[src/rtl/core/bda_pkg.sv]
`default_nettype none

package bda_pkg;

    localparam int VALUE_W     = 32;
    localparam int DIGIT_COUNT = 10;
    localparam int BCD_W       = 4 * DIGIT_COUNT;
    localparam int STEP_W      = $clog2(VALUE_W);
    localparam int POS_W       = $clog2(DIGIT_COUNT);
    localparam int CHAR_W      = 6;
    localparam int IN_DATA_W   = 40;
    localparam int OUT_DATA_W  = 8;

    localparam logic [STEP_W-1:0] STEP_LAST  = STEP_W'(VALUE_W - 1);
    localparam logic [POS_W-1:0]  POS_TOP    = POS_W'(DIGIT_COUNT - 1);
    localparam logic [CHAR_W-1:0] ASCII_ZERO = 6'h30;
    localparam logic [CHAR_W-1:0] ASCII_NUL  = 6'h00;

    localparam logic [1:0] OP_BYTE = 2'd0;
    localparam logic [1:0] OP_HALF = 2'd1;
    localparam logic [1:0] OP_WORD = 2'd2;

    typedef enum logic [3:0] {
        ST_IDLE = 4'b0001,
        ST_CONV = 4'b0010,
        ST_SCAN = 4'b0100,
        ST_EMIT = 4'b1000
    } state_t;

endpackage

`default_nettype wire

[src/rtl/core/binary_to_decimal_ascii.sv]
// Binary to decimal ASCII converter.
// Input channel s_axis: one item carries a mode (op) and a 32-bit value.
// Byte and halfword modes use the low 8 or 16 bits and drop leading zeros,
// giving at least one digit; word mode (and the unused code 3) gives ten
// zero-padded digits.
// Output channel m_axis: one item per character, most significant digit
// first, then a NUL terminator flagged with tlast.
// Sequence: after an item is accepted, the value runs through shift-and-add-3
// in one shared dabble stage, then the leading digit is located, then the
// characters follow, one per cycle while the receiver is ready. The next item
// is accepted only after the terminator has been taken.
// A stalled receiver holds the current character and the whole sequencer.
// Reset returns the block to idle with no output valid.
`default_nettype none

module binary_to_decimal_ascii (
    input  wire logic                           clk,
    input  wire logic                           rst_n,
    input  wire logic                           s_axis_tvalid,
    output logic                                s_axis_tready,
    // op [1:0], value [33:2], zero fill [39:34]
    input  wire logic [bda_pkg::IN_DATA_W-1:0]  s_axis_tdata,
    output logic                                m_axis_tvalid,
    input  wire logic                           m_axis_tready,
    // ascii_char [5:0], zero fill [7:6]
    output logic      [bda_pkg::OUT_DATA_W-1:0] m_axis_tdata,
    output logic                                m_axis_tlast
);
    import bda_pkg::*;

    state_t               state_reg, state_next;
    logic [VALUE_W-1:0]   value_reg, value_next;
    logic [BCD_W-1:0]     bcd_reg, bcd_next;
    logic [STEP_W-1:0]    step_reg, step_next;
    logic [POS_W-1:0]     pos_reg, pos_next;
    logic                 pad_reg, pad_next;
    logic                 term_reg, term_next;

    logic [1:0]           in_op;
    logic [VALUE_W-1:0]   in_value;
    logic [VALUE_W-1:0]   masked_value;
    logic [BCD_W-1:0]     dabble_out;
    logic [POS_W-1:0]     lead_pos;
    logic [3:0]           cur_digit;
    logic [CHAR_W-1:0]    cur_char;

    assign in_op    = s_axis_tdata[1:0];
    assign in_value = s_axis_tdata[VALUE_W+1:2];

    bda_dabble u_dabble (
        .bcd_in  (bcd_reg),
        .bit_in  (value_reg[VALUE_W-1]),
        .bcd_out (dabble_out)
    );

    always_comb
    begin
        case (in_op)
            OP_BYTE: masked_value = {{(VALUE_W-8){1'b0}}, in_value[7:0]};
            OP_HALF: masked_value = {{(VALUE_W-16){1'b0}}, in_value[15:0]};
            default: masked_value = in_value;
        endcase
    end

    // highest nonzero digit, digit 0 when all are zero
    always_comb
    begin
        lead_pos = '0;
        for (int d = 1; d < DIGIT_COUNT; d++)
        begin
            if (bcd_reg[4*d +: 4] != 4'd0)
            begin
                lead_pos = POS_W'(d);
            end
        end
    end

    always_comb
    begin
        cur_digit = 4'd0;
        for (int d = 0; d < DIGIT_COUNT; d++)
        begin
            if (pos_reg == POS_W'(d))
            begin
                cur_digit = bcd_reg[4*d +: 4];
            end
        end
    end

    assign cur_char = term_reg ? ASCII_NUL : (ASCII_ZERO + {2'b00, cur_digit});

    assign s_axis_tready = (state_reg == ST_IDLE);
    assign m_axis_tvalid = (state_reg == ST_EMIT);
    assign m_axis_tdata  = {{(OUT_DATA_W-CHAR_W){1'b0}}, cur_char};
    assign m_axis_tlast  = term_reg;

    always_comb
    begin
        state_next = state_reg;
        value_next = value_reg;
        bcd_next   = bcd_reg;
        step_next  = step_reg;
        pos_next   = pos_reg;
        pad_next   = pad_reg;
        term_next  = term_reg;
        case (state_reg)
            ST_IDLE:
            begin
                if (s_axis_tvalid)
                begin
                    value_next = masked_value;
                    bcd_next   = '0;
                    step_next  = '0;
                    term_next  = 1'b0;
                    pad_next   = !(in_op inside {OP_BYTE, OP_HALF});
                    state_next = ST_CONV;
                end
            end
            ST_CONV:
            begin
                bcd_next   = dabble_out;
                value_next = {value_reg[VALUE_W-2:0], 1'b0};
                step_next  = step_reg + 1'b1;
                if (step_reg == STEP_LAST)
                begin
                    state_next = ST_SCAN;
                end
            end
            ST_SCAN:
            begin
                pos_next   = pad_reg ? POS_TOP : lead_pos;
                state_next = ST_EMIT;
            end
            ST_EMIT:
            begin
                if (m_axis_tready)
                begin
                    if (term_reg)
                    begin
                        state_next = ST_IDLE;
                    end
                    else if (pos_reg == '0)
                    begin
                        term_next = 1'b1;
                    end
                    else
                    begin
                        pos_next = pos_reg - 1'b1;
                    end
                end
            end
            default:
            begin
                state_next = ST_IDLE;
            end
        endcase
    end

    always_ff @(posedge clk or negedge rst_n)
    begin
        if (!rst_n)
        begin
            state_reg <= ST_IDLE;
            step_reg  <= '0;
            pos_reg   <= '0;
            pad_reg   <= 1'b0;
            term_reg  <= 1'b0;
        end
        else
        begin
            state_reg <= state_next;
            step_reg  <= step_next;
            pos_reg   <= pos_next;
            pad_reg   <= pad_next;
            term_reg  <= term_next;
        end
    end

    always_ff @(posedge clk)
    begin
        value_reg <= value_next;
        bcd_reg   <= bcd_next;
    end

endmodule

`default_nettype wire

[src/rtl/core/bda_dabble.sv]
`default_nettype none

module bda_dabble (
    input  wire logic [bda_pkg::BCD_W-1:0] bcd_in,
    input  wire logic                      bit_in,
    output logic      [bda_pkg::BCD_W-1:0] bcd_out
);
    import bda_pkg::*;

    logic [BCD_W-1:0] adjusted;

    // add 3 to every digit of 5 or more, then shift in the next binary bit
    always_comb
    begin
        logic [3:0] digit;
        adjusted = '0;
        for (int d = 0; d < DIGIT_COUNT; d++)
        begin
            digit = bcd_in[4*d +: 4];
            if (digit >= 4'd5)
            begin
                adjusted[4*d +: 4] = digit + 4'd3;
            end
            else
            begin
                adjusted[4*d +: 4] = digit;
            end
        end
    end

    assign bcd_out = {adjusted[BCD_W-2:0], bit_in};

endmodule

`default_nettype wire

[config.mk]
export PLATFORM = sky130hd
export DESIGN_NAME = binary_to_decimal_ascii
export DESIGN_NICKNAME = d
export VERILOG_FILES = /design/src/rtl/core/bda_pkg.sv /design/src/rtl/core/binary_to_decimal_ascii.sv /design/src/rtl/core/bda_dabble.sv
export SDC_FILE = /design/constraint.sdc
export NUM_CORES = 1
export LEC_CHECK = 0
export ABC_AREA = 1
export CAP_MARGIN = 10
export CORE_MARGIN = 2
export CORE_UTILIZATION = 35
export CTS_BUF_LIST = sky130_fd_sc_hd__clkbuf_2 sky130_fd_sc_hd__clkbuf_4 sky130_fd_sc_hd__clkbuf_8
export DETAILED_ROUTE_END_ITERATION = 12
export DONT_BUFFER_PORTS = 1
export HOLD_SLACK_MARGIN = 0.03
export SLEW_MARGIN = 30
export SYNTH_ARGS = -nofsm -noshare
export SYNTH_HDL_FRONTEND = slang
export SYNTH_HIERARCHICAL = 1
export SYNTH_SLANG_ARGS = --single-unit
[constraint.sdc]
create_clock -name clk -period 3.8 [get_ports clk]
set_input_delay 0.76 -clock clk [delete_from_list [all_inputs] [get_ports clk]]
set_output_delay 0.76 -clock clk [all_outputs]
set_load 0.02 [all_outputs]
After elaboration in Yosys (flattened, before gate mapping)
Cells that the tools add are included.
{"block": "classes", "order_cmp": 10, "reduce_logical": 21, "n_mux": 52, "n_addsub": 13, "n_eq_ne": 21}
{"operator": "4-bit two-way mux", "count": 35}
{"operator": "32-bit one-hot mux with 2 select lines", "count": 2}
{"operator": "40-bit one-hot mux with 2 select lines", "count": 1}
{"operator": "4-bit by 3-bit greater-or-equal comparator with 1-bit output, second input constant", "count": 10}
{"operator": "40-bit two-way mux", "count": 1}
{"operator": "4-bit by 2-bit adder with 4-bit output, second input constant", "count": 9}
{"operator": "4-bit nonzero test", "count": 9}
{"operator": "32-bit two-way mux", "count": 1}
{"operator": "4-bit by 3-bit == test with 1-bit output, second input constant", "count": 5}
{"operator": "4-bit one-hot mux with 4 select lines", "count": 1}
{"operator": "4-bit by 2-bit == test with 1-bit output, second input constant", "count": 3}
{"operator": "4-bit == test, second input constant", "count": 3}
{"operator": "5-bit one-hot mux with 2 select lines", "count": 1}
{"operator": "4-bit by 1-bit == test with 1-bit output, second input constant", "count": 2}
{"operator": "2-bit inequality test, second input constant", "count": 4}
{"operator": "4-bit one-hot mux with 2 select lines", "count": 1}
{"operator": "4-bit AND reduction", "count": 2}
{"operator": "2-bit nonzero test", "count": 4}
{"operator": "5-bit by 5-bit adder with 6-bit output, first input constant", "count": 1}
{"operator": "6-bit two-way mux", "count": 1}
{"operator": "5-bit by 1-bit adder with 5-bit output, second input constant", "count": 1}
{"operator": "5-bit == test, second input constant", "count": 1}
{"operator": "1-bit two-way mux", "count": 5}
{"operator": "5-bit two-way mux", "count": 1}
{"operator": "other kinds (11)", "count": 13}
{"block": "totals", "output_inout_bits": 11, "wordCells": 124, "inputBits": 44, "regBits": 87}

Longest topological paths before layout
Gate-level depths: netlist of the first run.
{"block": "logic_depth", "ltp_word": 13, "depth_mapped": 14, "depth_no_buf": 14}

Cells and area by module
Netlist of the first run, hierarchy kept.
{"module": "binary_to_decimal_ascii", "area_per_inst_um2": 4419.2, "cells_each": 511, "seq_area_each_um2": 2538.7, "instances": 1}
{"module": "bda_dabble", "area_per_inst_um2": 1141.1, "cells_each": 212, "seq_area_each_um2": 0.0, "instances": 1}

Least setup slack after synthesis of the first run
Ideal clock, no wire load.
{"block": "synth_timing", "path_kind": "reg-to-reg", "start": "register state_reg[0]", "end": "register step_reg[1]", "path_slack_ns": 0.628, "setup_ns": 0.121, "arrival_ns": 3.051, "stages_incl_launch_ff": 7, "path_cell_list": "dfstp_2 > nand3_1 > inv_1 > nand2_1 > nand2_1 > inv_1 > a22o_1"}
{"block": "synth_between", "elab_chain_len": 3}
{"element": "start: declaration", "line_no": "binary_to_decimal_ascii.sv:31", "rtl": "state_t state_reg, state_next;"}
{"element": "start signal: assignment", "line_no": "binary_to_decimal_ascii.sv:171", "rtl": "state_reg <= state_next;"}
{"element": "4-bit by 1-bit == test with 1-bit output *"}
{"element": "named net s_axis_tready", "line_no": "binary_to_decimal_ascii.sv:20", "rtl": "output logic s_axis_tready,"}
{"element": "2-bit inequality test (no line) / 2-bit nonzero test (equally long branches)"}
{"element": "2-bit AND reduction (no line)"}
{"element": "end signal: assignment", "line_no": "binary_to_decimal_ascii.sv:172", "rtl": "step_reg <= step_next;"}
{"element": "end: declaration", "line_no": "binary_to_decimal_ascii.sv:34", "rtl": "logic [STEP_W-1:0] step_reg, step_next;"}
The timed path passes the listed nets; every way through them passes the cells marked *.
A chain may end at the register's enable or synchronous reset.

Worst setup path after layout of the first run
{"block": "layout_timing", "start": "register pos_reg[0]", "end": "output port m_axis_tdata[3] in the netlist's numbering"}
{"block": "layout_between", "elab_chain_len": 13}
{"element": "start: declaration", "line_no": "binary_to_decimal_ascii.sv:35", "rtl": "logic [POS_W-1:0] pos_reg, pos_next;"}
{"element": "start signal: assignment", "line_no": "binary_to_decimal_ascii.sv:173", "rtl": "pos_reg <= pos_next;"}
{"element": "4-bit logical NOT", "line_no": "binary_to_decimal_ascii.sv:83", "rtl": "if (pos_reg == POS_W'(d))"}
{"element": "4-bit two-way mux (9 in a row)", "line_no": "binary_to_decimal_ascii.sv:83"}
{"element": "4-bit two-way mux *", "line_no": "binary_to_decimal_ascii.sv:83"}
{"element": "5-bit by 5-bit adder with 6-bit output *", "line_no": "binary_to_decimal_ascii.sv:90", "rtl": "assign cur_char = term_reg ? ASCII_NUL : (ASCII_ZERO + {2'b00, cur_digit});"}
{"element": "6-bit two-way mux *", "line_no": "binary_to_decimal_ascii.sv:90"}
{"element": "end: declaration", "line_no": "binary_to_decimal_ascii.sv:26", "rtl": "output logic [bda_pkg::OUT_DATA_W-1:0] m_axis_tdata,"}
Every way passes the cells marked *; elsewhere a longest branch is shown, timed or not.

==> results of run 1 <==
how the worst min path moves through the flow:
| stage | start | to |
|---|---|---|
| 2_1_floorplan | rst_n | m_axis_tlast$_DFFE_PN0P_ |
| 3_3_place_gp | rst_n | state_reg[2]$_DFFE_PN0P_ |
| 3_5_place_dp | rst_n | state_reg[2]$_DFFE_PN0P_ |
| 4_1_cts | rst_n | pos_reg[2]$_DFFE_PN0P_ |
| 5_1_grt | rst_n | pos_reg[2]$_DFFE_PN0P_ |
| 6_report | rst_n | pos_reg[2]$_DFFE_PN0P_ |
metrics by stage:
step / setup WS [ns] / hold WS [ns] / utilization
finish: 0.593 / 0.0728 / 0.380
global route: 0.367 / 0.0549 / 0.380
CTS: 0.535 / 0.0547 / 0.380
detailed placement: 0.955 / 0.465 / 0.369
global placement: 0.961 / 0.465 / 0.369
floorplan: 0.628 / 0.464 / -
layout by cell type, fill, tap and decap left out, types with 5 or more instances in the layout:
cell      Yosys  final
edfxtp_1     72     72
nand2_1     201    200
dfrtp_1      14     14
nor2_1       70     70
nand4_1       7      7
inv_1       129    129
nand3_1      35     35
inv_2         7      7
o21ai_2      10     10
a21oi_1      28     28
ha_1         26     26
clkbuf_8      0      9
nand2_2       5      5
o21ai_0      64     64
nor2_4        5      5
layer usage:
| metal | vias to the layer above | GRT usage |
|---|---|---|
| met5 | - | 0 |
| met4 | 0 | 0.0474 |
| met3 | 15 | 0.0295 |
| met2 | 71 | 0.196 |
| met1 | 1874 | 0.194 |
| li1 | 2292 | - |
layout make-up:
class	instances	area [sq um]
Tap cell	216	270
Sequential cell	87	2540
Multi-Input combinational cell	483	2440
Clock buffer	11	139
Timing Repair Buffer	4	30.0
Fill cell	1635	9750
Inverter	136	510
Clock inverter	5	35.0
power groups by stage:
stage                     logic, mW  clock network [mW]  registers [mW]
after floorplan                1.75                   0            1.93
after global placement         2.11                   0            2.03
after detailed placement       2.14                   0            2.03
after CTS                      2.15               0.631            2.01
after global routing           2.51               0.662            2.08
final                          2.12               0.602            2.01
worst max-delay path, stage by stage (launching register included):
cell and delay (ns):
dfrtp_1 0.42, inv_1 0.13, ha_1 0.26, nand2_1 0.11
nor2_1 0.22, nand3_1 0.10, nand3_1 0.08, a21oi_1 0.07
o21bai_1 0.13, nand2_1 0.07, nand2_1 0.06, nand2_1 0.05
a21oi_1 0.39
cells by family after synthesis:
family,synth area share
flip-flops,0.457
AO/OA/AOI/OAI,0.116
other,0.000674
XOR/XNOR,0.00158
buffers and inverters,0.107
AND/OR/NAND/NOR,0.260
adder cells (fa/ha/maj),0.0585
==> results.yml, run 1 <==
synth:
  synth_top_area_frac: 0.389
  synthTopCellsByArea: "edfxtp_1 39%, nand2_1 14%, inv_1 8.7%"
  ys.flop_type: "edfxtp_1"
  synth_area_sq_um: 5560
  async_reset_ff_frac: 0.172
  synth_top_area_cell: "edfxtp_1"
  yosys_register_bits: 87
  yosysWarnings: 6
  syn_area_per_cell_sq_um: 7.69
  yosysMostFrequentCell: "nand2_1"
  yosysSeqAreaShare: 0.457
  synth_edf_count: 72
  netlist_instances: 723
  yosysUniqueCellTypes: 37
  synthTopCellsByCount: "201 x nand2_1, 129 x inv_1, 72 x edfxtp_1"
die:
  core_area_sq_um: 15700
  ios: 55
  row_count: 46
  dieArea_sq_um: 16900
  start_util: 0.354
  dieWidth_um: 130
  fp.dieH_um: 130
pwr:
  p_per_area_nw_per_um2: 793
  comb_power_share: 0.447
  switching_share: 0.460
  p_int_mw: 2.56
  p_leak_nw: 2.71
  switching_power_mw: 2.17
  p_total_mw: 4.73
  p_seq_frac: 0.426
  clockPowerShare: 0.127
  irDropWorstVdd_mv: 0.469
clock_tree:
  clock-sinks: 87
  cts_setup_buffers: 0
  numCtsBuffers: 9
  path_clk_slew_ns: 0.09
  cts_tree: "built"
  htreeDepth: 3
  cts_buffer_depth: 2
  cts-resized-gates: 0
  root_buffer: "clkbuf_8"
  hold_buffers: 0
  insertion_delay_ns: 0.37
cells_and_area:
  antenna_cells: 0
  largest_reg_flops: 40
  stdcell_count: 942
  nets: 791
  areaGrowthSynthToFinish_pct: 7.31
  layout-drive-gt1-share: 0.0799
  finalInstanceArea_sq_um: 5970
timing:
  finalHoldViolCount: 0
  tightest_slew_ns: 0.723
  slew_violations: 0
  tns_ns: 0
  fin_crit_ns: 3.21
  finalCritPeriodShare: 0.844
  fin_skew_ns: 0.0125
  fmax_ghz: 0.312
  slew_headroom: 0.514
  rsz0062_at_grt: "no"
  finalSetupViolCount: 0
global_routing:
  grt_pass1_wl_um: 18100
  overflow: 0
  grt_max_degree: 61
  grt_use_total: 0.134
  grt_pass1_vias: 3880
  grt_antenna_before_repair: 0
detailed_routing:
  wirelength_met1_um: 5520
  routed.top_layer: "met4"
  dr.first_iter.drc_count: 245
  vias: 4252
  wl_met3_um: 491
  drt_wl_total_um: 10700
  routed_via_density: 4.51
  drc: 0
  ant_nets: 0
  wire_per_inst_um: 11.4
  drtPass1Iterations: 4
  met2_length_um: 4580
worst_setup_path:
  cp-startpoint: "pos_reg[0]$_DFFE_PN0P_"
  rr_startpoint: "state_reg[0]$_DFFE_PN1P_"
  critical_path_class: "reg -> out"
  r2r.worst_path.cells: 5
  start_kind: "register"
  endpoint: "m_axis_tdata[3]"
  r2r_end: "value_reg[13]$_DFFE_PP_"
  worstPathMaxFanout: 5
  cp_data_arrival_time_ns: 2.45
  reg2reg_slack_ns: 1.35
  crit_required_ns: 3.04
  end_kind: "primary output"
place:
  dpl-instance-area_sq_um: 5790
  gp_congestion: 0.804
  dpl.cell_count: 926
  hpwl_um: 7530
  io_buffer_count: 0
hold_path:
  min_path_type: "in -> async"
status:
  status: "finished clean"
run:
  cap_violations: 0
Power figures use the tool's default switching activity.
==> run 2: changes to the inputs <==
==> constraint.sdc (replaced) <==
create_clock -name clk -period 3.2 [get_ports clk]
set_input_delay 0.64 -clock clk [delete_from_list [all_inputs] [get_ports clk]]
set_output_delay 0.64 -clock clk [all_outputs]
set_load 0.02 [all_outputs]
==> run 2 against run 1 <==
Compared with the run above:
- sequential cell count unchanged
- final area rose by 0.80%
- wire length increased by 0.29%
- largest cell class unchanged
==> results.yml, run 2 (synthesized netlist as in run 1, its figures left out) <==
detailed_routing:
  drtPass1Iterations: 4
  met2_length_um: 4600
  wirelength_met1_um: 5600
  dr.first_iter.drc_count: 184
  drt_wl_total_um: 10800
  ant_nets: 0
  vias: 4289
  wl_met3_um: 424
  routed_via_density: 4.54
  drc: 0
  routed.top_layer: "met4"
  wire_per_inst_um: 11.4
cells_and_area:
  layout-drive-gt1-share: 0.0852
  final_common_cell: "nand2_1"
  final_cell_mix: "200 x nand2_1, 129 x inv_1, 72 x edfxtp_1, 69 x nor2_1, 64 x o21ai_0"
  antenna_cells: 0
  largest_reg_flops: 40
  nets: 793
  areaGrowthSynthToFinish_pct: 8.17
worst_setup_path:
  r2r.worst_path.cells: 5
  cpMostUsedCell: "nand2_1"
  crit_path_top_delay_cell: "dfrtp_1"
  crit_required_ns: 2.56
  cp_data_arrival_time_ns: 2.36
  cp-startpoint: "pos_reg[1]$_DFFE_PN0P_"
  cp_cell_sequence: "inv_1 -> ha_1 -> inv_1 -> nor2_2 -> inv_1 -> nand4_1 -> nand2_1 -> nand2_1 -> nand2_1 -> nand2_1 -> nand2_1 -> a21oi_1"
  end_kind: "primary output"
  worstPathMaxFanout: 7
  reg2reg_slack_ns: 1.00
  slowest_delay_ns: 0.41
  endpoint: "m_axis_tdata[0]"
  rr_startpoint: "state_reg[0]$_DFFE_PN1P_"
  r2r_end: "bcd_reg[12]$_SDFFCE_PN0P_"
  start_kind: "register"
  critical_path_class: "reg -> out"
timing:
  hold_ws_ns: 0.107
  finalCritPeriodShare: 0.937
  finalHoldViolCount: 0
  rsz0062_at_grt: "yes"
  fin_skew_ns: 0.00580
  finalSetupViolCount: 0
  slew_headroom: 0.510
  fin_crit_ns: 3.00
  fin_ws_ns: 0.202
  tightest_slew_ns: 0.729
  fmax_ghz: 0.334
  slew_violations: 0
pwr:
  p_int_mw: 3.06
  p_seq_frac: 0.416
  switching_share: 0.462
  p_per_area_nw_per_um2: 945
  irDropWorstVdd_mv: 0.420
  p_leak_nw: 2.73
  clockPowerShare: 0.127
  comb_power_share: 0.458
  switching_power_mw: 2.63
place:
  hpwl_um: 7540
  dp_slack_ns: 0.518
  io_buffer_count: 0
  gp_congestion: 0.798
die:
  dieArea_sq_um: 16900
  ios: 55
  core_area_sq_um: 15700
  start_util: 0.354
  dieWidth_um: 130
  fp.dieH_um: 130
  row_count: 46
clock_tree:
  cts_tree: "built"
  root_buffer: "clkbuf_8"
  insertion_delay_ns: 0.37
  cts_buffer_depth: 2
  clock-sinks: 87
  numCtsBuffers: 9
  path_clk_slew_ns: 0.09
  htreeDepth: 3
global_routing:
  grt_max_degree: 61
  grt_use_total: 0.134
  grt_pass1_vias: 3819
  overflow: 0
  grt_pass1_wl_um: 18000
  grt_antenna_before_repair: 0
run:
  cap_violations: 0
hold_path:
  min_path_type: "in -> async"
status:
  status: "finished clean"
run 2: cell count changes in the layout (fill, tap and decap cells not counted), sizes merged:
cell,before,now
clkinv,2,5
clkinvlp,3,0
clkbuf,11,9
inv,136,138
buf,4,5
dlygate4sd3,0,1
run 2: critical path: cells and delay by family (launching register included):
family | cells | cell delay [ns]
compound gates | 1 | 0.39
fa+ha+maj | 1 | 0.21
buf+inv | 3 | 0.36
flops | 1 | 0.41
simple gates | 7 | 0.62
run 2: how the worst min path moves through the flow:
stage          depth (start not counted)                  endpoint  start
2_1_floorplan                          0  m_axis_tlast$_DFFE_PN0P_  rst_n
3_3_place_gp                           0  state_reg[2]$_DFFE_PN0P_  rst_n
3_5_place_dp                           0  state_reg[1]$_DFFE_PN0P_  rst_n
4_1_cts                                0  state_reg[0]$_DFFE_PN1P_  rst_n
5_1_grt                                0  state_reg[0]$_DFFE_PN1P_  rst_n
6_report                               0  state_reg[0]$_DFFE_PN1P_  rst_n
run 2: per-layer routing:
metal	global-route usage	vias to the layer above
li1	-	2296
met1	0.189	1921
met2	0.199	61
met3	0.0308	11
met4	0.0525	0
met5	0	-
run 2: cell type report:
class                      instances  area, sq um
multi-input combinational        483         2460
fill                            1649         9700
sequential                        87         2540
clock inverter                     7         47.5
inverter                         136          510
tap                              216          270
timing repair buffer               6         60.1
clock buffer                       9          124
run 2: metrics by stage:
| step | std cells | utilization | setup TNS (ns) | cell area [sq um] | total power, mW |
|---|---|---|---|---|---|
| 6_report | 944 | 0.383 | 0 | 6010 | 5.69 |
| 5_1_grt | 944 | 0.383 | -0.00101 | 6010 | 6.28 |
| 4_1_cts | 944 | 0.382 | 0 | 5990 | 5.73 |
| 3_5_place_dp | 927 | 0.370 | 0 | 5810 | 4.98 |
| 3_3_place_gp | 927 | 0.370 | 0 | 5810 | 4.94 |
| 2_1_floorplan | 724 | - | 0 | 5560 | 4.38 |
run 2: power groups by stage:
stage                     combinational [mW]  sequential, mW  clock [mW]
after CTS                               2.61            2.36       0.755
after floorplan                         2.08            2.30           0
final                                   2.60            2.36       0.722
after detailed placement                2.59            2.39           0
after global placement                  2.56            2.38           0
after global routing                    3.04            2.45       0.789
run 2: what timing repair did:
action	CTS	global route
hold buffers	1	0
setup endpoints to repair	0	4
buffers inserted	0	0
gates resized for setup	0	5
endpoints found under the hold margin	14	0
